<file path="config.mk">
export PLATFORM = sky130hd
export DESIGN_NAME = vwfk_geom
export DESIGN_NICKNAME = d
export VERILOG_FILES = /design/src/hdl/vwfk_pkg.sv /design/src/hdl/vwfk_geom.sv
export SDC_FILE = /design/constraint.sdc
export NUM_CORES = 1
export LEC_CHECK = 0
export ABC_AREA = 1
export BUFFER_PORTS_ARGS = -buffer_cell sky130_fd_sc_hd__buf_2
export CORE_MARGIN = 5
export CORE_UTILIZATION = 56
export CTS_CLUSTER_SIZE = 12
export DETAILED_ROUTE_END_ITERATION = 12
export PLACE_DENSITY = 0.79
export SLEW_MARGIN = 10
export SYNTH_ARGS = -nofsm -noshare
export SYNTH_HDL_FRONTEND = slang
export SYNTH_SLANG_ARGS = --single-unit
</file>
<file path="constraint.sdc">
create_clock -name clk -period 7.17 [get_ports clk]
set_input_delay 0.717 -clock clk [delete_from_list [all_inputs] [get_ports clk]]
set_output_delay 0.717 -clock clk [all_outputs]
set_load 0.05 [all_outputs]
</file>
<file path="src/hdl/vwfk_pkg.sv">
// ---------------------------------------------------------------------------
// vwfk_pkg
// Shared widths, register indexes, friction constants and stage records for
// the virtual wall force unit.
// ---------------------------------------------------------------------------
package vwfk_pkg;

  localparam int unsigned QW = 32;
  localparam int unsigned CW = 31;
  localparam int unsigned FW = 49;
  localparam int unsigned SPRING_W = 2 * CW - 16;
  localparam int unsigned DAMP_W = CW + QW - 16;
  localparam int unsigned SLOPE_W = 16;
  localparam int unsigned IN_TDATA_W = 4 * QW;
  localparam int unsigned OUT_TDATA_W = 72;
  localparam int unsigned CFG_ADDR_W = 3;

  localparam logic [CFG_ADDR_W-1:0] REG_WALL_HALF_X = 3'd0;
  localparam logic [CFG_ADDR_W-1:0] REG_WALL_HALF_Y = 3'd1;
  localparam logic [CFG_ADDR_W-1:0] REG_PROBE_RADIUS = 3'd2;
  localparam logic [CFG_ADDR_W-1:0] REG_WALL_STIFFNESS = 3'd3;
  localparam logic [CFG_ADDR_W-1:0] REG_WALL_DAMPING = 3'd4;
  localparam logic [CFG_ADDR_W-1:0] REG_STICK_BAND = 3'd5;
  localparam logic [CFG_ADDR_W-1:0] REG_COULOMB_POS = 3'd6;
  localparam logic [CFG_ADDR_W-1:0] REG_COULOMB_NEG = 3'd7;

  localparam logic [CW-1:0] RST_WALL_HALF_X = 31'd8192;
  localparam logic [CW-1:0] RST_WALL_HALF_Y = 31'd5243;
  localparam logic [CW-1:0] RST_PROBE_RADIUS = 31'd655;
  localparam logic [CW-1:0] RST_WALL_STIFFNESS = 31'd196608000;
  localparam logic [CW-1:0] RST_WALL_DAMPING = 31'd26214;
  localparam logic [CW-1:0] RST_STICK_BAND = 31'd459;
  localparam logic [CW-1:0] RST_COULOMB_POS = 31'd116090;
  localparam logic [CW-1:0] RST_COULOMB_NEG = 31'd113312;

  localparam logic signed [FW-1:0] STICK_POS = 49'sd139605;
  localparam logic signed [FW-1:0] STICK_NEG = -49'sd122048;
  localparam logic [SLOPE_W-1:0] SLOPE_POS = 16'd29950;
  localparam logic [SLOPE_W-1:0] SLOPE_NEG = 16'd40606;

  localparam logic signed [FW-1:0] Q_MAX = 49'sd2147483647;
  localparam logic signed [FW-1:0] Q_MIN = -49'sd2147483648;

  localparam logic [1:0] BAND_SLIDE_NEG = 2'd0;
  localparam logic [1:0] BAND_STICK_NEG = 2'd1;
  localparam logic [1:0] BAND_STICK_POS = 2'd2;
  localparam logic [1:0] BAND_SLIDE_POS = 2'd3;

  typedef struct packed {
    logic          contact;
    logic          d_pos;
    logic          damp_on;
    logic          vel_nz;
    logic [1:0]    band;
    logic [CW-1:0] gap;
    logic [QW-1:0] vel_mag;
  } geom_t;

  typedef struct packed {
    logic                contact;
    logic                d_pos;
    logic                damp_on;
    logic                vel_nz;
    logic [1:0]          band;
    logic [SPRING_W-1:0] spring;
    logic [DAMP_W-1:0]   damp;
    logic [QW-1:0]       slope;
  } prod_t;

  typedef struct packed {
    logic                   contact;
    logic [1:0]             band;
    logic signed [FW-1:0]   wall;
    logic signed [FW-1:0]   slide;
  } axis_t;

  function automatic logic signed [QW-1:0] sat_q(input logic signed [FW-1:0] v);
    logic signed [FW-1:0] r;
    r = v;
    if (v > Q_MAX) r = Q_MAX;
    if (v < Q_MIN) r = Q_MIN;
    return r[QW-1:0];
  endfunction

endpackage

</file>
<file path="src/hdl/vwfk_geom.sv">
// ---------------------------------------------------------------------------
// vwfk_geom
// Stage 1 of one axis: nearer wall, contact test, gap, damping condition and
// Karnopp velocity band.
// ---------------------------------------------------------------------------
module vwfk_geom import vwfk_pkg::*; (
  input  logic                 clk,
  input  logic                 en,
  input  logic signed [QW-1:0] pos,
  input  logic signed [QW-1:0] vel,
  input  logic [CW-1:0]        half,
  input  logic [CW-1:0]        radius,
  input  logic [CW-1:0]        stick,
  output geom_t                geom
);

  logic signed [QW:0] pos_w;
  logic signed [QW:0] half_w;
  logic signed [QW:0] e_near;
  logic [QW:0]        dm;
  logic signed [QW:0] vel_w;
  logic signed [QW:0] band_w;
  geom_t              geom_next;

  always_comb begin
    pos_w  = {pos[QW-1], pos};
    half_w = $signed({2'b00, half});
    vel_w  = {vel[QW-1], vel};
    band_w = $signed({2'b00, stick});
    if (pos > 0 && half != '0) begin
      e_near = pos_w - half_w;
    end else begin
      e_near = pos_w + half_w;
    end
    dm = e_near[QW] ? (QW+1)'(-e_near) : e_near;
    geom_next.contact = dm < {2'b00, radius};
    geom_next.gap     = radius - dm[CW-1:0];
    geom_next.d_pos   = !e_near[QW] && (e_near != '0);
    geom_next.damp_on = (geom_next.d_pos && vel[QW-1]) ||
                        (e_near[QW] && !vel[QW-1] && vel != '0);
    geom_next.vel_mag = vel[QW-1] ? QW'(-vel) : vel;
    geom_next.vel_nz  = vel != '0;
    if (vel_w < -band_w) begin
      geom_next.band = BAND_SLIDE_NEG;
    end else if (vel[QW-1]) begin
      geom_next.band = BAND_STICK_NEG;
    end else if (vel_w < band_w) begin
      geom_next.band = BAND_STICK_POS;
    end else begin
      geom_next.band = BAND_SLIDE_POS;
    end
  end

  always_ff @(posedge clk) begin
    if (en) geom <= geom_next;
  end

endmodule

</file>
==> results of run 1 <==
[cell families after synthesis]
| logic type | after synthesis |
|---|---|
| XOR/XNOR | 136 |
| AND/OR/NAND/NOR | 873 |
| flip-flops | 69 |
| AO/OA/AOI/OAI | 209 |
| adder cells (fa/ha/maj) | 161 |
| buffers and inverters | 344 |
[worst paths after layout]
| path | start | to | slack (ns) |
|---|---|---|---|
| worst max-delay path | half[0] | geom[52] | 0.63 |
| worst min-delay path | vel[0] | geom[0] | 0.63 |
[cell usage in the layout, fill, tap and decap left out, drive strengths merged, types with 10 or more instances in the layout]
cell / instances
nor2: 193
or2: 10
o21ai: 61
nor3: 31
buf: 232
inv: 335
xnor2: 22
ha: 159
edfxtp: 69
nand3: 89
nand3b: 10
nor4: 10
xor2: 114
nand2: 494
nand4: 30
a21oi: 103
[power by group through the flow]
stage               sequential, W  combinational [W]  clock, W
floorplan                 0.00106            0.00118         0
global placement         0.000651            0.00204         0
detailed placement       0.000654            0.00207         0
CTS                      0.000646            0.00209  0.000455
global route             0.000657            0.00232  0.000474
finish                   0.000645            0.00210  0.000449
[per-stage QoR]
step | cells | hold WS (ns) | instance area [µm²] | total power, W | worst slack (ns)
2_1_floorplan | 1792 | 0.816 | 11700 | 0.00224 | 1.45
3_3_place_gp | 2285 | 0.970 | 13200 | 0.00269 | 0.314
3_5_place_dp | 2285 | 0.971 | 13200 | 0.00272 | 0.262
4_1_cts | 2301 | 0.628 | 13500 | 0.00319 | 0.605
5_1_grt | 2302 | 0.634 | 13500 | 0.00345 | 0.0602
6_report | 2302 | 0.633 | 13500 | 0.00320 | 0.629
[critical path, delay by kind of cell]
family	cells	cell delay [ns]
simple gates	21	2.85
compound gates	5	1.11
fa+ha+maj	3	0.96
buf+inv	6	0.64
xor+xnor	2	0.31
[routing by layer]
| layer | up-vias | part of all wire [%] | GRT usage, % |
|---|---|---|---|
| met4 | 0 | 2.4 | 7.91 |
| met5 | - | 0 | 0 |
| met3 | 46 | 6.8 | 2.65 |
| met2 | 412 | 44 | 42.7 |
| met1 | 5263 | 47 | 37.4 |
| li1 | 6199 | - | - |
[cell type report]
class                      count  area [µm²]
tap                          270         338
sequential                    69        2070
clock buffer                   9         225
timing repair buffer         232        1180
inverter                     335        1260
multi-input combinational   1379        8330
antenna                        1        2.50
fill                        1933        6950
clock inverter                 7        73.8
==> impl_results.md, run 1 <==
* Status: completed
* Slowest stage delay, CP at about 0.45 ns
* First-pass GRT wire length at roughly 53000 µm
* Clock share of power at 14.1%
* Post-synth top area share at between 10% and 20%
* Clock slew seen by the registers of the worst setup and hold paths at 0.05 ns
* Slew HR at between 40% and 50%
* Top reg by flops: geom
* DR vias at 11.9k
* Cells after synthesis at ~1.8k
* RSZ-0062 raised after global routing: false
* Die Area at approximately 0.024 mm²
* CTS Buf Count at 9
* CTS Root Buffer Type: clkbuf_16
* Critical Path Slowest Stage Cell: fa_1
* GPL Wtd Cong at 0.953
* Power Internal at approximately 0.0015 W
* # port buffers at between 200 and 250
* DRT antenna net count at 0
* Post-synthesis mux area share at 0%
* Post-Synth Simple-Gate Area at ~33%
* Synth cell count leaders: 476 x nand2_1, 303 x inv_1, 173 x nor2_1
* Sequential area share after synthesis at between 15 and 20%
* Synth cell types at 54
* XOR/XNOR Fraction of Synth Area at approximately a tenth
* Synth Area in Adders at around 17%
* Power per standard cell area at 237 mW/mm²
* Buffers inserted during post-CTS setup optimization at 0
* Final Cycle Share at 91.2%
* Worst VDD drop at between 0.0001 and 0.00015 V
* Max-capacitance violation count at 0
* Core box area at approximately 0.02 mm²
* NumNets Final at 2346
* Most used cell along the critical path: nand3_1
* Synth Area in Compound Gates at 10.3%
* Setup-failing EPs final at 0
* Avg Cell Area, Syn at 6.53 µm²
* Worst slew pin tran at approximately 0.86 ns
* Comb pwr share at approximately 66%
* Starting density of the core at a little under three fifths
* Detailed-route DRC error count at 0
* CP max FO at 12
* Final WL at 32500 µm
* Setup tns final at 0 ns
* Largest net degree at the start of global routing at 65
* P_sw at around 0.0017 W
* CP Launch Type: input port
* Rows at 52
* Critical path endpoint category: flop
* Slew Viols, Final at 0
* Grt total ovfl at 0
* Hold path depth at 1
* Share of layout cells above drive strength 1 at 17.4%
* # hold bufs at CTS at 0
* Worst Setup Path Type: input port to flop
* DR WL/cell at 14.1 µm
* #FFs+latches synth at between 60 and 70
* Mapped cell area at about 0.012 mm²
* Syn-to-layout area delta at 15.2%
* Critical Path RT at 7.24 ns
* Switching Share at 51.8%
* Syn nets at 2112
* Top-count cell post-synth: nand2_1
* Drt first pass iters at 5
* Longest Clk Path Bufs at 2
* Post-synth top area cell: edfxtp_1
* CTS tree: done
* Chip width at between 150 and 200 µm
* IO Count at around 230
* Post-synth EDFFs at 69
* Vias/cell at between 5 and 6
* Pleak at 7.38 nW
* Post-cts gate resize count at 0
* Die height at 155 µm
* Hold violation count in the final report at 0
* Max Clk Rate at 153 MHz
* Biggest regs: geom (69)
* GRT Util Overall at 26.4%
* Synth Flop Type: edfxtp_1
* Main combinational cell family by area after synthesis: simple AND/OR/NAND/NOR gates
* Worst hold path type: input port to flop
* H-tree levels at 3
* Sequential power share at 20.2%
* Final design utilization at around 66%
* Vias in the first global route at ~11k
* Async set-reset flop share out of synthesis at 0%
* Drt initial violations at 660
* Yosys warns at 0
* Initial antenna violation count at 1
* Main area contributors after synthesis: edfxtp_1 18%, ha_1 17%, nand2_1 15%
* Final min period at roughly 6.5 ns
* Clock tree sinks at 69
* WP data arrival at around 6.6 ns
* Dpl hpwl at ~28000 µm
* Max reg flops at 69
(Power assumes the default switching activity.)
==> inputs of run 2 (changes only) <==
Settings changed: CORE_ASPECT_RATIO set to 0.8.
==> impl_results.md, run 2 (same netlist as run 1, synthesis figures left out) <==
* Worst VDD drop at 0.000343 V (was 0.000138 V)
* Drt initial violations at 830 (was 660)
* Final WL at 34200 µm (was 32500 µm)
* Critical Path Slowest Stage Cell: ha_1 (was fa_1)
* Largest net degree at the start of global routing at 70 (was 65)
* Rows at 47 (was 52)
* Top reg by flops: geom (unchanged)
* Setup tns final at 0 ns (unchanged)
* H-tree levels at 3 (unchanged)
* NumNets Final at 2346 (unchanged)
* Chip width at 172 µm (was 155 µm)
* Die Area at 0.0239 mm² (about the same)
* Grt total ovfl at 0 (unchanged)
* WP data arrival at 6.69 ns (was 6.61 ns)
* CTS Buf Count at 9 (unchanged)
* Longest Clk Path Bufs at 2 (unchanged)
* DR vias at 12.1k (was 11.9k)
* Setup-failing EPs final at 0 (unchanged)
* Detailed-route DRC error count at 0 (unchanged)
* Worst slew pin tran at 0.929 ns (was 0.864 ns)
* Max reg flops at 69 (unchanged)
* Total power at 0.00326 W (was 0.00320 W)
* IO Count at 228 (unchanged)
* Fin area at 0.0135 mm² (about the same)
* Share of layout cells above drive strength 1 at 17.3% (was 17.4%)
* Die height at 139 µm (was 155 µm)
* RSZ-0062 raised after global routing: false (unchanged)
* First-pass GRT wire length at 54300 µm (was 52500 µm)
* Dpl hpwl at 29500 µm (was 28000 µm)
* DRT antenna net count at 0 (unchanged)
* # hold bufs at CTS at 0 (unchanged)
* CTS Root Buffer Type: clkbuf_16 (unchanged)
* Most used cell along the critical path: nand3_1 (unchanged)
* GPL Wtd Cong at 0.952 (was 0.953)
* GRT Util Overall at 27.7% (was 26.4%)
* Max-capacitance violation count at 0 (unchanged)
* Syn-to-layout area delta at 15.1% (was 15.2%)
* Vias/cell at 5.25 (was 5.18)
* Status: completed (unchanged)
* Starting density of the core at 56.7% (was 57.3%)
* Pleak at 7.38 nW (about the same)
* CTS tree: done (unchanged)
* Slew HR at 38.1% (was 42.4%)
* CP Launch Type: input port (unchanged)
* Critical path endpoint category: flop (unchanged)
* Most common cell after layout, fill and taps aside: nand2_1 (unchanged)
* Clock tree sinks at 69 (unchanged)
* Power per standard cell area at 242 mW/mm² (was 237 mW/mm²)
* Initial antenna violation count at 2 (was 1)
* Vias in the first global route at 10.9k (was 11.1k)
* Dpl cell area at 0.0132 mm² (about the same)
* Worst hold path type: input port to flop (unchanged)
* Critical Path RT at 7.25 ns (was 7.24 ns)
* DR WL/cell at 14.9 µm (was 14.1 µm)
* Slew Viols, Final at 0 (unchanged)
* # port buffers at 227 (unchanged)
* Clock slew seen by the registers of the worst setup and hold paths at 0.05 ns (about the same)
* Max Clk Rate at 151 MHz (was 153 MHz)
* Slowest stage delay, CP at 0.40 ns (was 0.45 ns)
* Fin cells at 2300 (was 2302)
* Worst Setup Path Type: input port to flop (unchanged)
* Core box area at 0.0206 mm² (was 0.0204 mm²)
* Drt first pass iters at 5 (unchanged)
* Dpl cells at 2284 (was 2285)
* Final min period at 6.61 ns (was 6.54 ns)
* Leading cell types in the layout, fill and taps excluded: 476 x nand2_1, 303 x inv_1, 227 x buf_2 (unchanged)
* Hold violation count in the final report at 0 (unchanged)
* Biggest regs: geom (69) (unchanged)
* CP max FO at 21 (was 12)
* Final Cycle Share at 92.2% (was 91.2%)
## run 2: changes by cell type in the layout (fill, tap and decap cells not counted), sizes merged
cell    change
bufinv      +1
clkinv      -2
inv         -1
clkbuf      +1
## run 2: per-stage QoR
stage | hold WS, ns | utilization, % | setup slack [ns]
after floorplan | 0.816 | - | 1.45
after global placement | 0.961 | 63.8 | 0.321
after detailed placement | 0.967 | 63.8 | 0.237
after CTS | 0.612 | 65.2 | 0.580
after global routing | 0.611 | 65.3 | 0.0199
final | 0.625 | 65.3 | 0.559
## run 2: cell type report
cell class,count,area [µm²]
clock inverters,5,76.3
clock buffers,10,229
flip-flops and latches,69,2070
well taps,269,337
fillers,1968,7170
repair buffers,232,1170
multi-input cells,1379,8330
diodes,1,2.50
inverters,335,1260
## run 2: final timing paths
check | startpoint | to | cells past startpoint | slack [ns]
worst max-delay path | half[1] | geom[60] | 36 | 0.56
worst min-delay path | vel[0] | geom[0] | 1 | 0.62
## run 2: worst max-delay path: cells and delay by family
family          cells  cell delay (ns)
buf+inv             7             0.90
xor+xnor            3             0.58
compound gates      4             0.61
simple gates       19             2.95
fa+ha+maj           3             0.92
## run 2: per-layer routing
| layer | track usage (%) | wire [µm] |
|---|---|---|
| met1 | 42.2 | 16700 |
| met2 | 41.3 | 14300 |
| met3 | 5.27 | 2760 |
| met4 | 4.42 | 405 |
| met5 | 0 | 13 |
## run 2: repair_timing
item	in CTS	in global routing
setup buffers	0	0
endpoints found under the setup margin	0	4
gates resized for setup	0	2
endpoints found under the hold margin	0	0
## run 2: power breakdown
group / switching, W / total, W / internal [W]
sequential: 0.0000306 / 0.000652 / 0.000621
clock: 0.000172 / 0.000473 / 0.000301
combinational: 0.00149 / 0.00213 / 0.000648
total: 0.00169 / 0.00326 / 0.00157
