<file path="config.mk">
export PLATFORM = sky130hd
export DESIGN_NAME = vwfk_out
export DESIGN_NICKNAME = d
export VERILOG_FILES = /design/src/hdl/vwfk_pkg.sv /design/src/hdl/vwfk_out.sv
export SDC_FILE = /design/constraint.sdc
export NUM_CORES = 1
export LEC_CHECK = 0
export ABC_AREA = 1
export ABC_CLOCK_PERIOD_IN_PS = 3250
export BUFFER_PORTS_ARGS = -buffer_cell sky130_fd_sc_hd__buf_2
export CELL_PAD_IN_SITES_DETAIL_PLACEMENT = 1
export CELL_PAD_IN_SITES_GLOBAL_PLACEMENT = 2
export CORE_MARGIN = 2
export CORE_UTILIZATION = 22
export DETAILED_ROUTE_END_ITERATION = 16
export GPL_TIMING_DRIVEN = 0
export PLACE_DENSITY = 0.76
export SLEW_MARGIN = 15
export SYNTH_ARGS = -nofsm -noshare
export SYNTH_HDL_FRONTEND = slang
export SYNTH_SLANG_ARGS = --single-unit
</file>
<file path="constraint.sdc">
create_clock -name clk -period 3.25 [get_ports clk]
set_clock_uncertainty 0.1 [all_clocks]
set_input_delay 0.325 -clock clk [delete_from_list [all_inputs] [get_ports clk]]
set_output_delay 0.325 -clock clk [all_outputs]
set_load 0.01 [all_outputs]
</file>
<file path="src/hdl/vwfk_pkg.sv">
// ---------------------------------------------------------------------------
// vwfk_pkg
// Shared widths, register indexes, friction constants and stage records for
// the virtual wall force unit.
// ---------------------------------------------------------------------------
package vwfk_pkg;

  localparam int unsigned QW = 32;
  localparam int unsigned CW = 31;
  localparam int unsigned FW = 49;
  localparam int unsigned SPRING_W = 2 * CW - 16;
  localparam int unsigned DAMP_W = CW + QW - 16;
  localparam int unsigned SLOPE_W = 16;
  localparam int unsigned IN_TDATA_W = 4 * QW;
  localparam int unsigned OUT_TDATA_W = 72;
  localparam int unsigned CFG_ADDR_W = 3;

  localparam logic [CFG_ADDR_W-1:0] REG_WALL_HALF_X = 3'd0;
  localparam logic [CFG_ADDR_W-1:0] REG_WALL_HALF_Y = 3'd1;
  localparam logic [CFG_ADDR_W-1:0] REG_PROBE_RADIUS = 3'd2;
  localparam logic [CFG_ADDR_W-1:0] REG_WALL_STIFFNESS = 3'd3;
  localparam logic [CFG_ADDR_W-1:0] REG_WALL_DAMPING = 3'd4;
  localparam logic [CFG_ADDR_W-1:0] REG_STICK_BAND = 3'd5;
  localparam logic [CFG_ADDR_W-1:0] REG_COULOMB_POS = 3'd6;
  localparam logic [CFG_ADDR_W-1:0] REG_COULOMB_NEG = 3'd7;

  localparam logic [CW-1:0] RST_WALL_HALF_X = 31'd8192;
  localparam logic [CW-1:0] RST_WALL_HALF_Y = 31'd5243;
  localparam logic [CW-1:0] RST_PROBE_RADIUS = 31'd655;
  localparam logic [CW-1:0] RST_WALL_STIFFNESS = 31'd196608000;
  localparam logic [CW-1:0] RST_WALL_DAMPING = 31'd26214;
  localparam logic [CW-1:0] RST_STICK_BAND = 31'd459;
  localparam logic [CW-1:0] RST_COULOMB_POS = 31'd116090;
  localparam logic [CW-1:0] RST_COULOMB_NEG = 31'd113312;

  localparam logic signed [FW-1:0] STICK_POS = 49'sd139605;
  localparam logic signed [FW-1:0] STICK_NEG = -49'sd122048;
  localparam logic [SLOPE_W-1:0] SLOPE_POS = 16'd29950;
  localparam logic [SLOPE_W-1:0] SLOPE_NEG = 16'd40606;

  localparam logic signed [FW-1:0] Q_MAX = 49'sd2147483647;
  localparam logic signed [FW-1:0] Q_MIN = -49'sd2147483648;

  localparam logic [1:0] BAND_SLIDE_NEG = 2'd0;
  localparam logic [1:0] BAND_STICK_NEG = 2'd1;
  localparam logic [1:0] BAND_STICK_POS = 2'd2;
  localparam logic [1:0] BAND_SLIDE_POS = 2'd3;

  typedef struct packed {
    logic          contact;
    logic          d_pos;
    logic          damp_on;
    logic          vel_nz;
    logic [1:0]    band;
    logic [CW-1:0] gap;
    logic [QW-1:0] vel_mag;
  } geom_t;

  typedef struct packed {
    logic                contact;
    logic                d_pos;
    logic                damp_on;
    logic                vel_nz;
    logic [1:0]          band;
    logic [SPRING_W-1:0] spring;
    logic [DAMP_W-1:0]   damp;
    logic [QW-1:0]       slope;
  } prod_t;

  typedef struct packed {
    logic                   contact;
    logic [1:0]             band;
    logic signed [FW-1:0]   wall;
    logic signed [FW-1:0]   slide;
  } axis_t;

  function automatic logic signed [QW-1:0] sat_q(input logic signed [FW-1:0] v);
    logic signed [FW-1:0] r;
    r = v;
    if (v > Q_MAX) r = Q_MAX;
    if (v < Q_MIN) r = Q_MIN;
    return r[QW-1:0];
  endfunction

endpackage

</file>
<file path="src/hdl/vwfk_out.sv">
// ---------------------------------------------------------------------------
// vwfk_out
// Stage 4: cross-axis Karnopp selection, saturation and the output register.
// ---------------------------------------------------------------------------
module vwfk_out import vwfk_pkg::*; (
  input  logic                 clk,
  input  logic                 en,
  input  axis_t                ax,
  input  axis_t                ay,
  output logic signed [QW-1:0] force_x,
  output logic signed [QW-1:0] force_y,
  output logic                 touch_x,
  output logic                 touch_y
);

  function automatic logic signed [FW-1:0] karnopp(input axis_t a);
    logic signed [FW-1:0] r;
    case (a.band) inside
      BAND_SLIDE_NEG, BAND_SLIDE_POS: r = a.slide;
      BAND_STICK_NEG:                 r = (a.wall > STICK_NEG) ? a.wall : STICK_NEG;
      default:                        r = (a.wall < STICK_POS) ? a.wall : STICK_POS;
    endcase
    return r;
  endfunction

  logic signed [FW-1:0] fx;
  logic signed [FW-1:0] fy;

  always_comb begin
    fx = ay.contact ? karnopp(ax) : ax.wall;
    fy = ax.contact ? karnopp(ay) : ay.wall;
  end

  always_ff @(posedge clk) begin
    if (en) begin
      force_x <= sat_q(fx);
      force_y <= sat_q(fy);
      touch_x <= ax.contact;
      touch_y <= ay.contact;
    end
  end

endmodule

</file>
==> results of run 1 <==
==> layout make-up <==
| class | count | area [um2] | share of cell area |
|---|---|---|---|
| Tap cell | 384 | 480.5 | 0.04902 |
| Buffer | 62 | 441.7 | 0.04507 |
| Clock buffer | 9 | 225.2 | 0.02298 |
| Antenna cell | 2 | 5.005 | 0.0005107 |
| Clock inverter | 7 | 76.32 | 0.007788 |
| Inverter | 80 | 312.8 | 0.03192 |
| Sequential cell | 66 | 1982 | 0.2022 |
| Timing Repair Buffer | 308 | 1848 | 0.1886 |
| Multi-Input combinational cell | 805 | 4429 | 0.4519 |
==> power by group <==
group	leakage, nW	internal (W)	switching [W]
Sequential	0.644	0.00107	0.0000278
Combinational	3.50	0.000571	0.000916
Clock	0.142	0.000599	0.000389
Total	4.29	0.00224	0.00133
==> state kept, by name, summed over array words and instances (netlist names) <==
| name | cells |
|---|---|
| touch_x | 1 |
| force_y | 32 |
| force_x | 32 |
| touch_y | 1 |
==> kinds of logic (layout without fill, tap and decap cells) <==
| family | count (synthesis) | in the layout | share of synthesized area |
|---|---|---|---|
| AOI/OAI and AO/OA | 276 | 276 | 0.2531 |
| other | 0 | 2 | 0 |
| and+or+nand+nor | 525 | 525 | 0.3380 |
| adders and majority gates | 4 | 4 | 0.007748 |
| buffers and inverters | 143 | 466 | 0.09433 |
| DFF | 66 | 66 | 0.3068 |
==> timing repair <==
item | in CTS | in global routing
gates resized for setup | 111 | 131
setup buffers | 21 | 11
pin swaps | 33 | 37
endpoints found under the setup margin | 62 | 62
gates cloned | 7 | 1
==> cell usage in the layout (no fill, tap or decap), types with 12 or more instances in the layout <==
| cell type | count |
|---|---|
| a21oi_1 | 89 |
| buf_2 | 258 |
| buf_4 | 33 |
| inv_1 | 71 |
| nor2_2 | 20 |
| nand3_1 | 29 |
| buf_6 | 19 |
| clkbuf_16 | 12 |
| nand2_1 | 247 |
| nand4_1 | 16 |
| nor2_1 | 134 |
| a21oi_2 | 61 |
| clkbuf_1 | 30 |
| o21ai_0 | 59 |
| edfxtp_1 | 66 |
| nand2_2 | 30 |
| o211ai_1 | 16 |
==> metrics by stage <==
stage,hold slack [ns],util
after floorplan,0.3239,-
after global placement,0.4415,0.2880
after detailed placement,0.4484,0.2890
after CTS,0.08853,0.3237
after global routing,0.09790,0.3405
final,0.1052,0.3405
==> final timing paths <==
path	startpoint	cells after the start	to	slack (ns)
worst max-delay path	ay[49]	24	force_y[3]$_SDFFCE_PP0P_	-0.27
worst min-delay path	ay[100]	1	touch_y$_DFFE_PP_	0.11
==> metal layers <==
metal	vias to the layer above	track usage
met4	0	0.06111
met5	-	0
met2	280	0.3634
li1	4066	-
met1	3994	0.2922
met3	40	0.02749
==> impl_metrics.toml, run 1 <==
[run_status]
outcome = "finished, violations left"
violations = "setup timing"

[placed_design]
dpl.cell_count = 1668
place_congestion = 0.9121
dpl_cell_area_um2 = 8318
pre_cts_slack_ns = -1.184
place.port_buffers = 269
hpwl_mm = 27.27

[sta]
final-hold-violation-count = 0
rsz0062_at_grt = "yes"
slew_viol_final = 0
slew_headroom = 0.4056
setup_slack_ns = -0.2746
min_period_ns = 3.525
tightest_slew_ns = 0.8917
setup_tns_ns = -6.528
period_share = 1.085
finalSetupViolCount = 31
max_freq_mhz = 283.7

[clock_tree]
cts_buffers = 9
postCtsHoldBufs = 0
clock-root-buffer = "clkbuf_16"
cts.sink_count = 66
clkTransAtPathRegs_ns = 0.06
htree_levels = 3
cts_tree = "done"
clockBufferDepth = 2

[critical_path]
critical_path_arrival_ns = 3.51
cpMostUsedCell = "nand2_1"
critical_path_class = "in -> reg"
required_ns = 3.24
worst-path-buf-inv = 6
crit_family = "simple AND/OR/NAND/NOR gates"
endpoint_kind = "flip-flop"
path_cells = "buf_6 -> inv_4 -> nand2_2 -> o211ai_1 -> nand2_1 -> nand4_1 -> nand3_1 -> a311o_1 -> ha_1 -> nand2_2 -> clkbuf_16 -> buf_8 -> a21oi_1 -> nand2_1 -> a21boi_2 -> nand2_1 -> nor2_2 -> nand3_2 -> nor2_1 -> nand2_1 -> nand3_4 -> buf_6 -> buf_16 -> a21oi_2"
start_kind = "input pin"
max_stage_delay_ns = 0.30
critPathMaxFanout = 8
slowest_stage = "ha_1"

[die]
dieArea_um2 = 30750
num_rows = 62
die_h_um = 175.4
ios = 270
start_util = 0.2245
die_w_um = 175.4
core_area_um2 = 28780

[logic_synthesis]
async_flop_share = 0
synth_fp_nets = 1222
synth_area_leaders = "edfxtp_1, nand2_1, a21oi_1"
yosysMostFrequentCell = "nand2_1"
synth-edff-count = 66
ys.flop_type = "edfxtp_1"
synthDistinctLibCells = 40
yosysWarnings = 0
synth.top_cell.area_share = 0.3068
syn_avg_cell_area_um2 = 6.371
yosysTopAreaCell = "edfxtp_1"
syn-cell-area_um2 = 6460
syn-instance-count = 1014
seq_area_frac_synth = 0.3068
synth_seq_cells = 66
yosys-top-cells-count = "nand2_1, nor2_1, a21oi_1"

[routing]
drtAntennaViolNets = 0
first_pass_iters = 5
wl_per_cell_um = 19.83
drc = 0
totalWireLength_mm = 34.16
via_per_inst = 4.864
wl_met1_mm = 15.51
wl_met3_mm = 1.860
dr.max_layer_used = "met4"
route.met2.wl_mm = 16.04
drtIter0Drc = 565
num_vias = 8380

[cells_and_area]
fill_cells = 3658
area_growth_pct = 51.71
fin_nets = 1540
drive_above_1_share = 0.3867
stdcell_area_um2 = 9801
final_cells = 1723

[job]
cap_violations = 0

[worst_hold_path]
hold_class = "in -> reg"

[grt]
gr-total-overflow = 0
antenna_found_initial = 2
grt_pass1_wl_mm = 50.97
track_usage = 0.2168
grt_pass1_vias = 8378
grt_start_max_net_pins = 54

[power]
power_w = 0.003571
p_leak_nw = 4.289
irDropWorstVdd_v = 0.0001811
power_density_nw_per_um2 = 364.3
Note: power is estimated with default switching activity, not from simulation.
==> run 2, diff against run 1 <==
--- a/config.mk
+++ b/config.mk
@@ -6,15 +6,15 @@
 export NUM_CORES = 1
 export LEC_CHECK = 0
 export ABC_AREA = 1
-export ABC_CLOCK_PERIOD_IN_PS = 3250
+export ABC_CLOCK_PERIOD_IN_PS = 3500
 export BUFFER_PORTS_ARGS = -buffer_cell sky130_fd_sc_hd__buf_2
 export CELL_PAD_IN_SITES_DETAIL_PLACEMENT = 1
 export CELL_PAD_IN_SITES_GLOBAL_PLACEMENT = 2
 export CORE_MARGIN = 2
-export CORE_UTILIZATION = 22
+export CORE_UTILIZATION = 25
 export DETAILED_ROUTE_END_ITERATION = 16
 export GPL_TIMING_DRIVEN = 0
-export PLACE_DENSITY = 0.76
+export PLACE_DENSITY = 0.82
 export SLEW_MARGIN = 15
 export SYNTH_ARGS = -nofsm -noshare
 export SYNTH_HDL_FRONTEND = slang
==> constraint.sdc (replaced) <==
create_clock -name clk -period 3.5 [get_ports clk]
set_clock_uncertainty 0.1 [all_clocks]
set_input_delay 0.35 -clock clk [delete_from_list [all_inputs] [get_ports clk]]
set_output_delay 0.35 -clock clk [all_outputs]
set_load 0.01 [all_outputs]
==> run 2 against run 1 <==
  * The flow still finishes with violations (setup timing)
  * Critical endpoint is now force_y[25]$_SDFFCE_PP0P_
  * Global-route usage up 2.2 points
  * Sequential cell count unchanged
  * Power down 11%
  * Critical path depth up 2
  * Final cell count down 3.4%
  * Combinational power down 12%
  * Wire length down 2.9%
  * Largest cell class unchanged
  * Worst setup slack better by 0.13 ns
  * Worst hold slack better by 0.034 ns
  * Design area down 4.1%
  * Clock power down 13%
==> impl_metrics.toml, run 2 (synthesis gave the netlist of run 1 again) <==
[placed_design]
dpl.cell_count = 1614
place.port_buffers = 269
dpl_cell_area_um2 = 8242
place_congestion = 0.9244
hpwl_mm = 26.25

[clock_tree]
postCtsHoldBufs = 0
clkTransAtPathRegs_ns = 0.06
clock-root-buffer = "clkbuf_16"
cts.sink_count = 66
htree_levels = 3
cts_tree = "done"
cts_buffers = 9
clockBufferDepth = 2

[critical_path]
critical_path_arrival_ns = 3.61
critPathMaxFanout = 8
endpoint_kind = "flip-flop"
slowest_stage = "a311o_1"
max_stage_delay_ns = 0.33
required_ns = 3.46
start_kind = "input pin"
critical_path_class = "in -> reg"
cpMostUsedCell = "nand2_1"

[die]
start_util = 0.2558
die_h_um = 164.7
ios = 270
num_rows = 58
dieArea_um2 = 27140
die_w_um = 164.7
core_area_um2 = 25250

[routing]
num_vias = 8407
drc = 0
dr.max_layer_used = "met4"
drtIter0Drc = 612
via_per_inst = 5.052
first_pass_iters = 5
wl_met1_mm = 15.28
wl_met3_mm = 1.680
wl_per_cell_um = 19.93
totalWireLength_mm = 33.16
route.met2.wl_mm = 15.48
drtAntennaViolNets = 0

[run_status]
violations = "setup timing"
outcome = "finished, violations left"

[cells_and_area]
stdcell_area_um2 = 9400
final_cell_mix = "buf_2, nand2_1, nor2_1"
drive_above_1_share = 0.3556
fin_nets = 1537
final_cells = 1664
area_growth_pct = 45.52
final_common_cell = "buf_2"
reg_top3 = "force_x: 32 flops, force_y: 32 flops"
final_util = 0.3722

[sta]
setup_slack_ns = -0.1485
final-hold-violation-count = 0
rsz0062_at_grt = "yes"
finalSetupViolCount = 31
min_period_ns = 3.649
max_freq_mhz = 274.1
slew_viol_final = 0
slew_headroom = 0.3665
period_share = 1.042
tightest_slew_ns = 0.9503

[power]
power_w = 0.003193
irDropWorstVdd_v = 0.0001603
power_density_nw_per_um2 = 339.7
p_leak_nw = 4.215

[grt]
grt_start_max_net_pins = 49
grt_pass1_vias = 8401
antenna_found_initial = 1
grt_pass1_wl_mm = 49.15
track_usage = 0.2387
gr-total-overflow = 0

[job]
cap_violations = 0

[worst_hold_path]
hold_class = "in -> reg"
run 2: metrics by stage:
stage	hold slack (ns)	setup WS [ns]	TNS [ns]
final	0.1396	-0.1485	-3.581
after global routing	0.1303	-0.3728	-10.53
after CTS	0.1289	-0.07470	-0.7927
after detailed placement	0.4715	-1.113	-59.12
after global placement	0.4704	-1.085	-57.02
after floorplan	0.3489	0.2206	0
run 2: final timing paths:
kind  slack (ns)  startpoint                        end  cells after the start
min         0.14     ay[100]          touch_y$_DFFE_PP_                      1
max        -0.15      ay[49]  force_y[25]$_SDFFCE_PP0P_                     26
run 2: area by class of cell:
cell class                 instances  area, um2
clock buffer                       9      225.2
timing repair buffer             304       1737
fill                            3309      15850
inverter                          80      310.3
clock inverter                     6      48.80
antenna                            1      2.502
tap                              330      412.9
buffer                            63      445.4
multi-input combinational        805       4237
sequential                        66       1982
run 2: metal layers:
metal	vias to the layer above	GRT usage
met1	4051	0.3315
li1	4043	-
met3	39	0.02788
met2	274	0.3933
met4	0	0.06166
met5	-	0
run 2: critical path, delay by kind of cell:
kind	cells	cell delay, ns
simple gates	15	1.44
compound gates	4	0.76
buf+inv	6	0.75
fa+ha+maj	1	0.30
run 2: where the power goes:
group | switching [W] | internal, W | total [W]
logic | 0.000809 | 0.000501 | 0.00131
clock network | 0.000328 | 0.000535 | 0.000863
registers | 0.0000276 | 0.000993 | 0.00102
run 2: what timing repair did:
action | CTS | global route
pin swaps | 24 | 33
resized for setup | 84 | 81
setup buffers | 16 | 13
setup endpoints to repair | 62 | 62
gates cloned | 5 | 1
