<file path="src/hdl/vwfk_pkg.sv">
// ---------------------------------------------------------------------------
// vwfk_pkg
// Shared widths, register indexes, friction constants and stage records for
// the virtual wall force unit.
// ---------------------------------------------------------------------------
package vwfk_pkg;

  localparam int unsigned QW = 32;
  localparam int unsigned CW = 31;
  localparam int unsigned FW = 49;
  localparam int unsigned SPRING_W = 2 * CW - 16;
  localparam int unsigned DAMP_W = CW + QW - 16;
  localparam int unsigned SLOPE_W = 16;
  localparam int unsigned IN_TDATA_W = 4 * QW;
  localparam int unsigned OUT_TDATA_W = 72;
  localparam int unsigned CFG_ADDR_W = 3;

  localparam logic [CFG_ADDR_W-1:0] REG_WALL_HALF_X = 3'd0;
  localparam logic [CFG_ADDR_W-1:0] REG_WALL_HALF_Y = 3'd1;
  localparam logic [CFG_ADDR_W-1:0] REG_PROBE_RADIUS = 3'd2;
  localparam logic [CFG_ADDR_W-1:0] REG_WALL_STIFFNESS = 3'd3;
  localparam logic [CFG_ADDR_W-1:0] REG_WALL_DAMPING = 3'd4;
  localparam logic [CFG_ADDR_W-1:0] REG_STICK_BAND = 3'd5;
  localparam logic [CFG_ADDR_W-1:0] REG_COULOMB_POS = 3'd6;
  localparam logic [CFG_ADDR_W-1:0] REG_COULOMB_NEG = 3'd7;

  localparam logic [CW-1:0] RST_WALL_HALF_X = 31'd8192;
  localparam logic [CW-1:0] RST_WALL_HALF_Y = 31'd5243;
  localparam logic [CW-1:0] RST_PROBE_RADIUS = 31'd655;
  localparam logic [CW-1:0] RST_WALL_STIFFNESS = 31'd196608000;
  localparam logic [CW-1:0] RST_WALL_DAMPING = 31'd26214;
  localparam logic [CW-1:0] RST_STICK_BAND = 31'd459;
  localparam logic [CW-1:0] RST_COULOMB_POS = 31'd116090;
  localparam logic [CW-1:0] RST_COULOMB_NEG = 31'd113312;

  localparam logic signed [FW-1:0] STICK_POS = 49'sd139605;
  localparam logic signed [FW-1:0] STICK_NEG = -49'sd122048;
  localparam logic [SLOPE_W-1:0] SLOPE_POS = 16'd29950;
  localparam logic [SLOPE_W-1:0] SLOPE_NEG = 16'd40606;

  localparam logic signed [FW-1:0] Q_MAX = 49'sd2147483647;
  localparam logic signed [FW-1:0] Q_MIN = -49'sd2147483648;

  localparam logic [1:0] BAND_SLIDE_NEG = 2'd0;
  localparam logic [1:0] BAND_STICK_NEG = 2'd1;
  localparam logic [1:0] BAND_STICK_POS = 2'd2;
  localparam logic [1:0] BAND_SLIDE_POS = 2'd3;

  typedef struct packed {
    logic          contact;
    logic          d_pos;
    logic          damp_on;
    logic          vel_nz;
    logic [1:0]    band;
    logic [CW-1:0] gap;
    logic [QW-1:0] vel_mag;
  } geom_t;

  typedef struct packed {
    logic                contact;
    logic                d_pos;
    logic                damp_on;
    logic                vel_nz;
    logic [1:0]          band;
    logic [SPRING_W-1:0] spring;
    logic [DAMP_W-1:0]   damp;
    logic [QW-1:0]       slope;
  } prod_t;

  typedef struct packed {
    logic                   contact;
    logic [1:0]             band;
    logic signed [FW-1:0]   wall;
    logic signed [FW-1:0]   slide;
  } axis_t;

  function automatic logic signed [QW-1:0] sat_q(input logic signed [FW-1:0] v);
    logic signed [FW-1:0] r;
    r = v;
    if (v > Q_MAX) r = Q_MAX;
    if (v < Q_MIN) r = Q_MIN;
    return r[QW-1:0];
  endfunction

endpackage

</file>
<file path="src/hdl/vwfk_force.sv">
// ---------------------------------------------------------------------------
// vwfk_force
// Stage 3 of one axis: signed wall force with damping, and the sliding
// friction force for the outer velocity bands.
// ---------------------------------------------------------------------------
module vwfk_force import vwfk_pkg::*; (
  input  logic          clk,
  input  logic          en,
  input  prod_t         prod,
  input  logic [CW-1:0] coulomb_pos,
  input  logic [CW-1:0] coulomb_neg,
  output axis_t         axis
);

  logic signed [FW-1:0] spring_s;
  logic signed [FW-1:0] damp_s;
  logic signed [FW-1:0] slope_s;
  logic signed [FW-1:0] cp_s;
  logic signed [FW-1:0] cn_s;
  axis_t                axis_next;

  always_comb begin
    spring_s = $signed({{(FW-SPRING_W){1'b0}}, prod.spring});
    damp_s   = $signed({{(FW-DAMP_W){1'b0}}, prod.damp});
    slope_s  = $signed({{(FW-QW){1'b0}}, prod.slope});
    cp_s     = $signed({{(FW-CW){1'b0}}, coulomb_pos});
    cn_s     = $signed({{(FW-CW){1'b0}}, coulomb_neg});
    axis_next.contact = prod.contact;
    axis_next.band    = prod.band;
    axis_next.wall    = '0;
    if (prod.contact) begin
      axis_next.wall = (prod.d_pos ? spring_s : -spring_s) +
                       (prod.damp_on ? damp_s : '0);
    end
    if (prod.band == BAND_SLIDE_NEG) begin
      axis_next.slide = -cn_s - slope_s;
    end else begin
      axis_next.slide = (prod.vel_nz ? cp_s : '0) + slope_s;
    end
  end

  always_ff @(posedge clk) begin
    if (en) axis <= axis_next;
  end

endmodule

</file>
<file path="config.mk">
export PLATFORM = sky130hd
export DESIGN_NAME = vwfk_force
export DESIGN_NICKNAME = d
export VERILOG_FILES = /design/src/hdl/vwfk_pkg.sv /design/src/hdl/vwfk_force.sv
export SDC_FILE = /design/constraint.sdc
export NUM_CORES = 1
export LEC_CHECK = 0
export BUFFER_PORTS_ARGS = -buffer_cell sky130_fd_sc_hd__buf_2
export CAP_MARGIN = 20
export CORE_MARGIN = 2
export CORE_UTILIZATION = 40
export DETAILED_ROUTE_END_ITERATION = 6
export GPL_TIMING_DRIVEN = 0
export MAX_ROUTING_LAYER = met4
export PLACE_DENSITY = 0.7
export SLEW_MARGIN = 15
export SYNTH_ARGS = -nofsm -noshare
export SYNTH_HDL_FRONTEND = slang
export SYNTH_SLANG_ARGS = --single-unit
</file>
<file path="constraint.sdc">
create_clock -name clk -period 9.3 [get_ports clk]
set_clock_uncertainty 0.15 [all_clocks]
set_input_delay 0.93 -clock clk [delete_from_list [all_inputs] [get_ports clk]]
set_output_delay 0.93 -clock clk [all_outputs]
set_load 0.01 [all_outputs]
</file>
==> results of run 1 <==
==> logic make-up (layout without fill, tap and decap cells) <==
logic type	Yosys count	in the layout	share of synthesized area, %
xor+xnor	129	129	9.63
simple gates	487	487	21.4
other cells	0	4	0
flops	101	101	25.9
fa+ha+maj	147	147	15.9
buf+inv	145	456	4.70
mux	7	7	0.608
compound gates	414	414	21.9
==> final cells by class <==
| class | instances | area, µm² | share of cell area, % |
|---|---|---|---|
| Multi-Input combinational cell | 1184 | 8140 | 58.1 |
| Sequential cell | 101 | 3030 | 21.6 |
| Timing Repair Buffer | 295 | 1510 | 10.7 |
| Tap cell | 384 | 480 | 3.43 |
| Inverter | 101 | 379 | 2.70 |
| Clock buffer | 9 | 225 | 1.61 |
| Buffer | 44 | 173 | 1.23 |
| Clock inverter | 7 | 76.3 | 0.544 |
| Antenna cell | 4 | 10.0 | 0.0714 |
==> worst max-delay path, stage by stage <==
cell and delay (ns):
buf_2 0.11, or4_1 0.66, nor3_1 0.45, nor3b_1 0.44, a31oi_1 0.17, xor2_1 0.18, ha_1 0.28, clkbuf_1 0.33
nand4_1 0.19, nor3_1 0.44, nand4_1 0.14, o211ai_1 0.28, o21ai_1 0.27, o31ai_1 0.53, mux2i_1 0.24, o311ai_1 0.14
==> power by group <==
part           total (mW)  switching (mW)  leakage (nW)  internal (mW)
logic               0.800           0.475          5.43          0.324
registers           0.597          0.0178         0.979          0.579
clock network       0.397           0.206         0.140          0.191
total                1.79           0.699          6.55           1.09
==> routing by layer <==
metal,GRT usage [%],routed length [µm],part of all wire [%]
met5,-,0,0
met4,10.5,1310,3.5
met3,3.87,2620,7.1
met2,40.2,17400,47
met1,29.4,15800,43
==> worst paths after layout <==
kind | from | end | slack (ns) | cells after the start
setup / recovery | prod[89] | axis[97] | 3.45 | 16
hold / removal | prod[130] | axis[100] | 0.61 | 1
==> cells in the mapped netlist, types with 16 or more instances <==
master | n | share of area [%]
ha_1 | 144 | 15
a21oi_1 | 143 | 6.1
nor2_1 | 131 | 4.2
edfxtp_1 | 101 | 26
inv_1 | 100 | 3.2
and2_1 | 88 | 4.7
nand2_1 | 88 | 2.8
o21ai_0 | 81 | 3.5
xor2_1 | 76 | 5.7
xnor2_1 | 53 | 4.0
a21o_1 | 47 | 3.0
clkbuf_1 | 39 | 1.2
nor3_1 | 31 | 1.3
nand3_1 | 26 | 1.1
a31oi_1 | 25 | 1.3
a211oi_1 | 22 | 1.4
nand2b_1 | 22 | 1.2
nor2b_1 | 19 | 1.0
and3_1 | 16 | 0.85
==> metrics.md, run 1 <==
| Metric | Value |
|---|---|
| Crit path DAT | 5.78 ns |
| Most common cell after layout, fill and taps aside | buf_2 |
| Placed Instances | roughly 2100 |
| Core outline area | 28800 µm² |
| Utilization after layout | 48.7% |
| DRT iter0 DRCs | 823 |
| Run status | completed |
| Worst Tran Pin Value | 0.826 ns |
| Vias per inst | 5.47 |
| Synthesized net count | 1772 |
| Max-Cap Viols | 0 |
| CTS tree | done |
| Post_cts resized | 0 |
| Worst-path fanout max | 8 |
| Yosys Warn Count | 0 |
| Initial core utilization | approximately two fifths |
| Min-Delay Path Class | in2reg |
| Overall power | 1.79 mW |
| Routed vias | 11639 |
| EDFF count, synth | 101 |
| Fin area | ~14000 µm² |
| Commonest cells after routing, fill and taps aside | buf_2, ha_1, a21oi_1, nor2_1, edfxtp_1 |
| Final Cycle Share | between 60% and 70% |
| Vias in the first global route | 11347 |
| Lkg Pwr | ~6.6 nW |
| Top reg by flops | axis |
| RSZ-0062 raised after global routing | false |
| Routed WL | 37100 µm |
| Cell variety after synth | 70 |
| GP Congestion | 0.944 |
| First-pass detailed-route iteration total | 5 |
| Seq/Total Area, Yosys | about 26% |
| Synth async-reset ratio | 0% |
| Setup TNS | 0 ns |
| CTS HTree Levels | 3 |
| Final slew viol count | 0 |
| Setup bufs post-CTS | 0 |
| Pre-CTS WS | 3.13 ns |
| Synthesized area | roughly 12000 µm² |
| Width of the die | 175 µm |
| Cell count after synthesis | 1430 |
| Max reg flops | 101 |
| Die area | about 31000 µm² |
| Grt ovf | 0 |
| Tmin final | around 6 ns |
| Reg clk slew, reported paths | 0.08 ns |
| Row count | 62 |
| CTS Buffer Depth | 2 |
| PortBufs | 294 |
| Placed Area | 13700 µm² |
| Post-layout net count | 2078 |
| Fin Hold WS | 0.613 ns |
| Filler cells | 2851 |
| CP required | a little over 9 ns |
| Seq cells post-synth | 101 |
| Drt drc | 0 |
| Routed len/inst | 17.4 µm |
| Fraction of layout cells with a size suffix above 1 | roughly a fifth |
| Max Freq | approximately 170 MHz |
| Power per cell area | 128 nW/µm² |
| Ports | 296 |
| Antenna Nets Post-Route | 0 |
| # setup viols final | 0 |
| Max IR drop VDD | 0.0727 mV |
| Synth Area per Inst | 8.20 µm² |
| Die Y | roughly 180 µm |
| First-pass GRT wire length | 57300 µm |
| All-layer global routing usage | around a quarter |
| Largest net degree at the start of global routing | 64 |
| Area growth syn-to-layout | 19.6% |
| Startpoint types | primary input |
| Clock sink total | 101 |
| Layout Cells excl Fill | 2129 |
| CTS Buf Count | 9 |
| CP Capture Type | register |
| Hold Buf Count CTS | 0 |
| Initial antenna violation count | 4 |
| Final Hold Fails | 0 |
| Setup CP Type | in2reg |
| Post-DP HPWL | 30800 µm |
| Worst Slack Setup Final | 3.45 ns |
| Top FF cell, synth | edfxtp_1 |
| Top Registers | axis: 101 flops |
| Relative slew slack | 45.0% |
| Clk root buf | clkbuf_16 |
Power figures use the tool's default switching activity.
==> run 2, diff against run 1 <==
--- a/config.mk
+++ b/config.mk
@@ -5,6 +5,7 @@
 export SDC_FILE = /design/constraint.sdc
 export NUM_CORES = 1
 export LEC_CHECK = 0
+export ABC_AREA = 1
 export BUFFER_PORTS_ARGS = -buffer_cell sky130_fd_sc_hd__buf_2
 export CAP_MARGIN = 20
 export CORE_MARGIN = 2
@@ -12,7 +13,7 @@
 export DETAILED_ROUTE_END_ITERATION = 6
 export GPL_TIMING_DRIVEN = 0
 export MAX_ROUTING_LAYER = met4
-export PLACE_DENSITY = 0.7
+export PLACE_DENSITY = 0.71
 export SLEW_MARGIN = 15
 export SYNTH_ARGS = -nofsm -noshare
 export SYNTH_HDL_FRONTEND = slang
==> constraint.sdc (replaced) <==
create_clock -name clk -period 4.9 [get_ports clk]
set_clock_uncertainty 0.15 [all_clocks]
set_input_delay 0.49 -clock clk [delete_from_list [all_inputs] [get_ports clk]]
set_output_delay 0.49 -clock clk [all_outputs]
set_load 0.01 [all_outputs]
==> run 2 against run 1 <==
Against the previous run:
- global-route usage rose by 6.8 points
- sequential power rose by 86%
- cell area rose by 17%
- flip-flop and latch count did not move
- area after synthesis rose by 20%
- worst hold slack got worse by 0.49 ns
==> metrics.md, run 2 <==
| Metric | Value |
|---|---|
| CP required | 4.88 ns |
| Startpoint types | primary input |
| Cell variety after synth | 38 |
| Seq cells post-synth | around 100 |
| Cell count after synthesis | 2380 |
| Yosys top cell area share | 21.5% |
| Grt ovf | 0 |
| Tmin final | 4.16 ns |
| Vias per inst | 5.13 |
| First-pass GRT wire length | 83600 µm |
| Clock sink total | 101 |
| Area leader, netlist | edfxtp_1 |
| Core outline area | about 35000 µm² |
| Max reg flops | 101 |
| CTS tree | done |
| Crit-path slowest cell | o21ai_0 |
| Power per cell area | 220 nW/µm² |
| Hold EP | axis[98] |
| Initial antenna violation count | 3 |
| First-pass detailed-route iteration total | 6 |
| Commonest cells after routing, fill and taps aside | nand2_1, inv_1, buf_2, nor2_1, a21oi_1 |
| Fin area | 16500 µm² |
| Yosys Warn Count | 0 |
| Run status | completed |
| Post-DP HPWL | between 40000 and 50000 µm |
| CTS Buffer Depth | 2 |
| CTS Buf Count | 9 |
| Top reg by flops | axis |
| CP Capture Type | register |
| Worst-path fanout max | 10 |
| EDFF count, synth | approximately 100 |
| Max-Cap Viols | 0 |
| Top post-synthesis cells by count | nand2_1, inv_1, nor2_1, a21oi_1, ha_1 |
| Fraction of layout cells with a size suffix above 1 | 12.2% |
| Most common cell in the netlist | nand2_1 |
| Worst path cell trace | clkbuf_2, clkinv_1, buf_6, clkbuf_1, o21ai_0, fa_1, nand2_1, nand2_1, nand3_1, nand2_1, nand2_1, nand2_1, nand2_1, nand2_1, nand2_1, a21oi_1, nor2_1 |
| Width of the die | 192 µm |
| Final Hold Fails | 0 |
| Min-delay src | prod[125] |
| Post-layout net count | roughly 3000 |
| Worst Tran Pin Value | 0.918 ns |
| DRT iter0 DRCs | 917 |
| Drt drc | 0 |
| Multi-input gate area | 9210 µm² |
| Synth top area cells | edfxtp_1, nand2_1, ha_1 |
| Antenna Nets Post-Route | 0 |
| Worst hold path stage count | 1 |
| Die area | between 30000 and 40000 µm² |
| Vias in the first global route | 15712 |
| Synthesized area | approximately 14000 µm² |
| Setup CP Type | in2reg |
| CTS HTree Levels | 3 |
| Synth Area per Inst | 5.92 µm² |
| Die Y | 192 µm |
| Ports | 296 |
| PortBufs | 293 |
| Clk root buf | clkbuf_16 |
| Setup bufs post-CTS | 0 |
| Synthesized net count | about 2700 |
| Initial core utilization | 40.7% |
| Top Registers | axis: 101 flops |
| Routed vias | 16164 |
| Relative slew slack | between 30% and 40% |
| RSZ-0062 raised after global routing | false |
| Crit path DAT | 4.14 ns |
| Post_cts resized | 0 |
| Largest net degree at the start of global routing | 57 |
| Seq/Total Area, Yosys | a little over a fifth |
| # setup viols final | 0 |
| Placed Area | 16200 µm² |
| Synth async-reset ratio | 0% |
| FF/Latch Area | 3030 µm² |
| GP Congestion | 0.956 |
| Top FF cell, synth | edfxtp_1 |
| Area growth syn-to-layout | 16.9% |
| Max Freq | 241 MHz |
| Final Cycle Share | between 80% and 90% |
| Filler cells | 3698 |
| Routed WL | 56100 µm |
| Max incr delay on CP | 0.60 ns |
| Setup TNS | 0 ns |
| Hold Buf Count CTS | 0 |
| All-layer global routing usage | 31.2% |
| Reg clk slew, reported paths | 0.09 ns |
| Final slew viol count | 0 |
| Most common cell after layout, fill and taps aside | nand2_1 |
| Max IR drop VDD | 0.187 mV |
| Most frequent CP cell | nand2_1 |
| Row count | 68 |
| Lkg Pwr | roughly 9.5 nW |
| Min-Delay Path Class | in2reg |
| Routed len/inst | 17.8 µm |
## run 2: logic make-up after synthesis
kind of cell / share of synthesized area (%)
fa+ha+maj: 13.2
simple gates: 36.2
xor+xnor: 2.86
flops: 21.5
buf+inv: 13.0
compound gates: 13.2
## run 2: metrics by stage
stage          setup WS, ns  std cells  power (mW)  utilization, %  hold slack [ns]
5_1_grt               0.618       3148        3.87            47.6            0.119
3_5_place_dp          0.505       3129        2.82            46.6            0.533
6_report              0.745       3148        3.63            47.6            0.127
3_3_place_gp          0.471       3128        2.81            46.5            0.532
4_1_cts               0.898       3145        3.63            47.5            0.110
2_1_floorplan          1.61       2380        2.19               -            0.439
## run 2: cell type report
type                    count  share of cell area (%)
diodes                      3                  0.0456
plain buffers              26                   0.646
clock buffers               9                    1.37
clock inverters             7                   0.494
inverters                 461                    10.5
multi-input cells        1792                    56.0
flip-flops and latches    101                    18.4
well taps                 455                    3.46
repair buffers            294                    9.11
## run 2: metal layers
| layer | track usage [%] | up-vias | share of wire [%] |
|---|---|---|---|
| met3 | 2.78 | 126 | 4.3 |
| met1 | 33.8 | 7322 | 40 |
| met5 | - | - | 0 |
| met4 | 15.3 | 0 | 5.3 |
| met2 | 57.0 | 547 | 51 |
| li1 | - | 8169 | - |
## run 2: worst max-delay path: cells and delay by family
kind / cells / cell delay (ns)
AO/OA/AOI/OAI: 2 / 0.75
adder cells (fa/ha/maj): 1 / 0.41
buffers and inverters: 4 / 1.15
AND/OR/NAND/NOR: 10 / 1.31
## run 2: how the worst max path moves through the flow
stage	from	cells past startpoint	slack, ns	to
floorplan	prod[79]	20	1.61	axis[78]
global placement	prod[129]	17	0.47	axis[87]
detailed placement	prod[129]	17	0.50	axis[87]
CTS	prod[129]	17	0.90	axis[87]
global route	prod[79]	21	0.62	axis[91]
finish	prod[129]	17	0.74	axis[87]
## run 2: where the power goes
| part | internal (mW) | switching, mW | leakage [nW] | total [mW] |
|---|---|---|---|---|
| clock | 0.405 | 0.397 | 0.148 | 0.802 |
| combinational | 0.565 | 1.15 | 8.36 | 1.72 |
| sequential | 1.08 | 0.0239 | 0.978 | 1.11 |
| total | 2.05 | 1.57 | 9.49 | 3.63 |
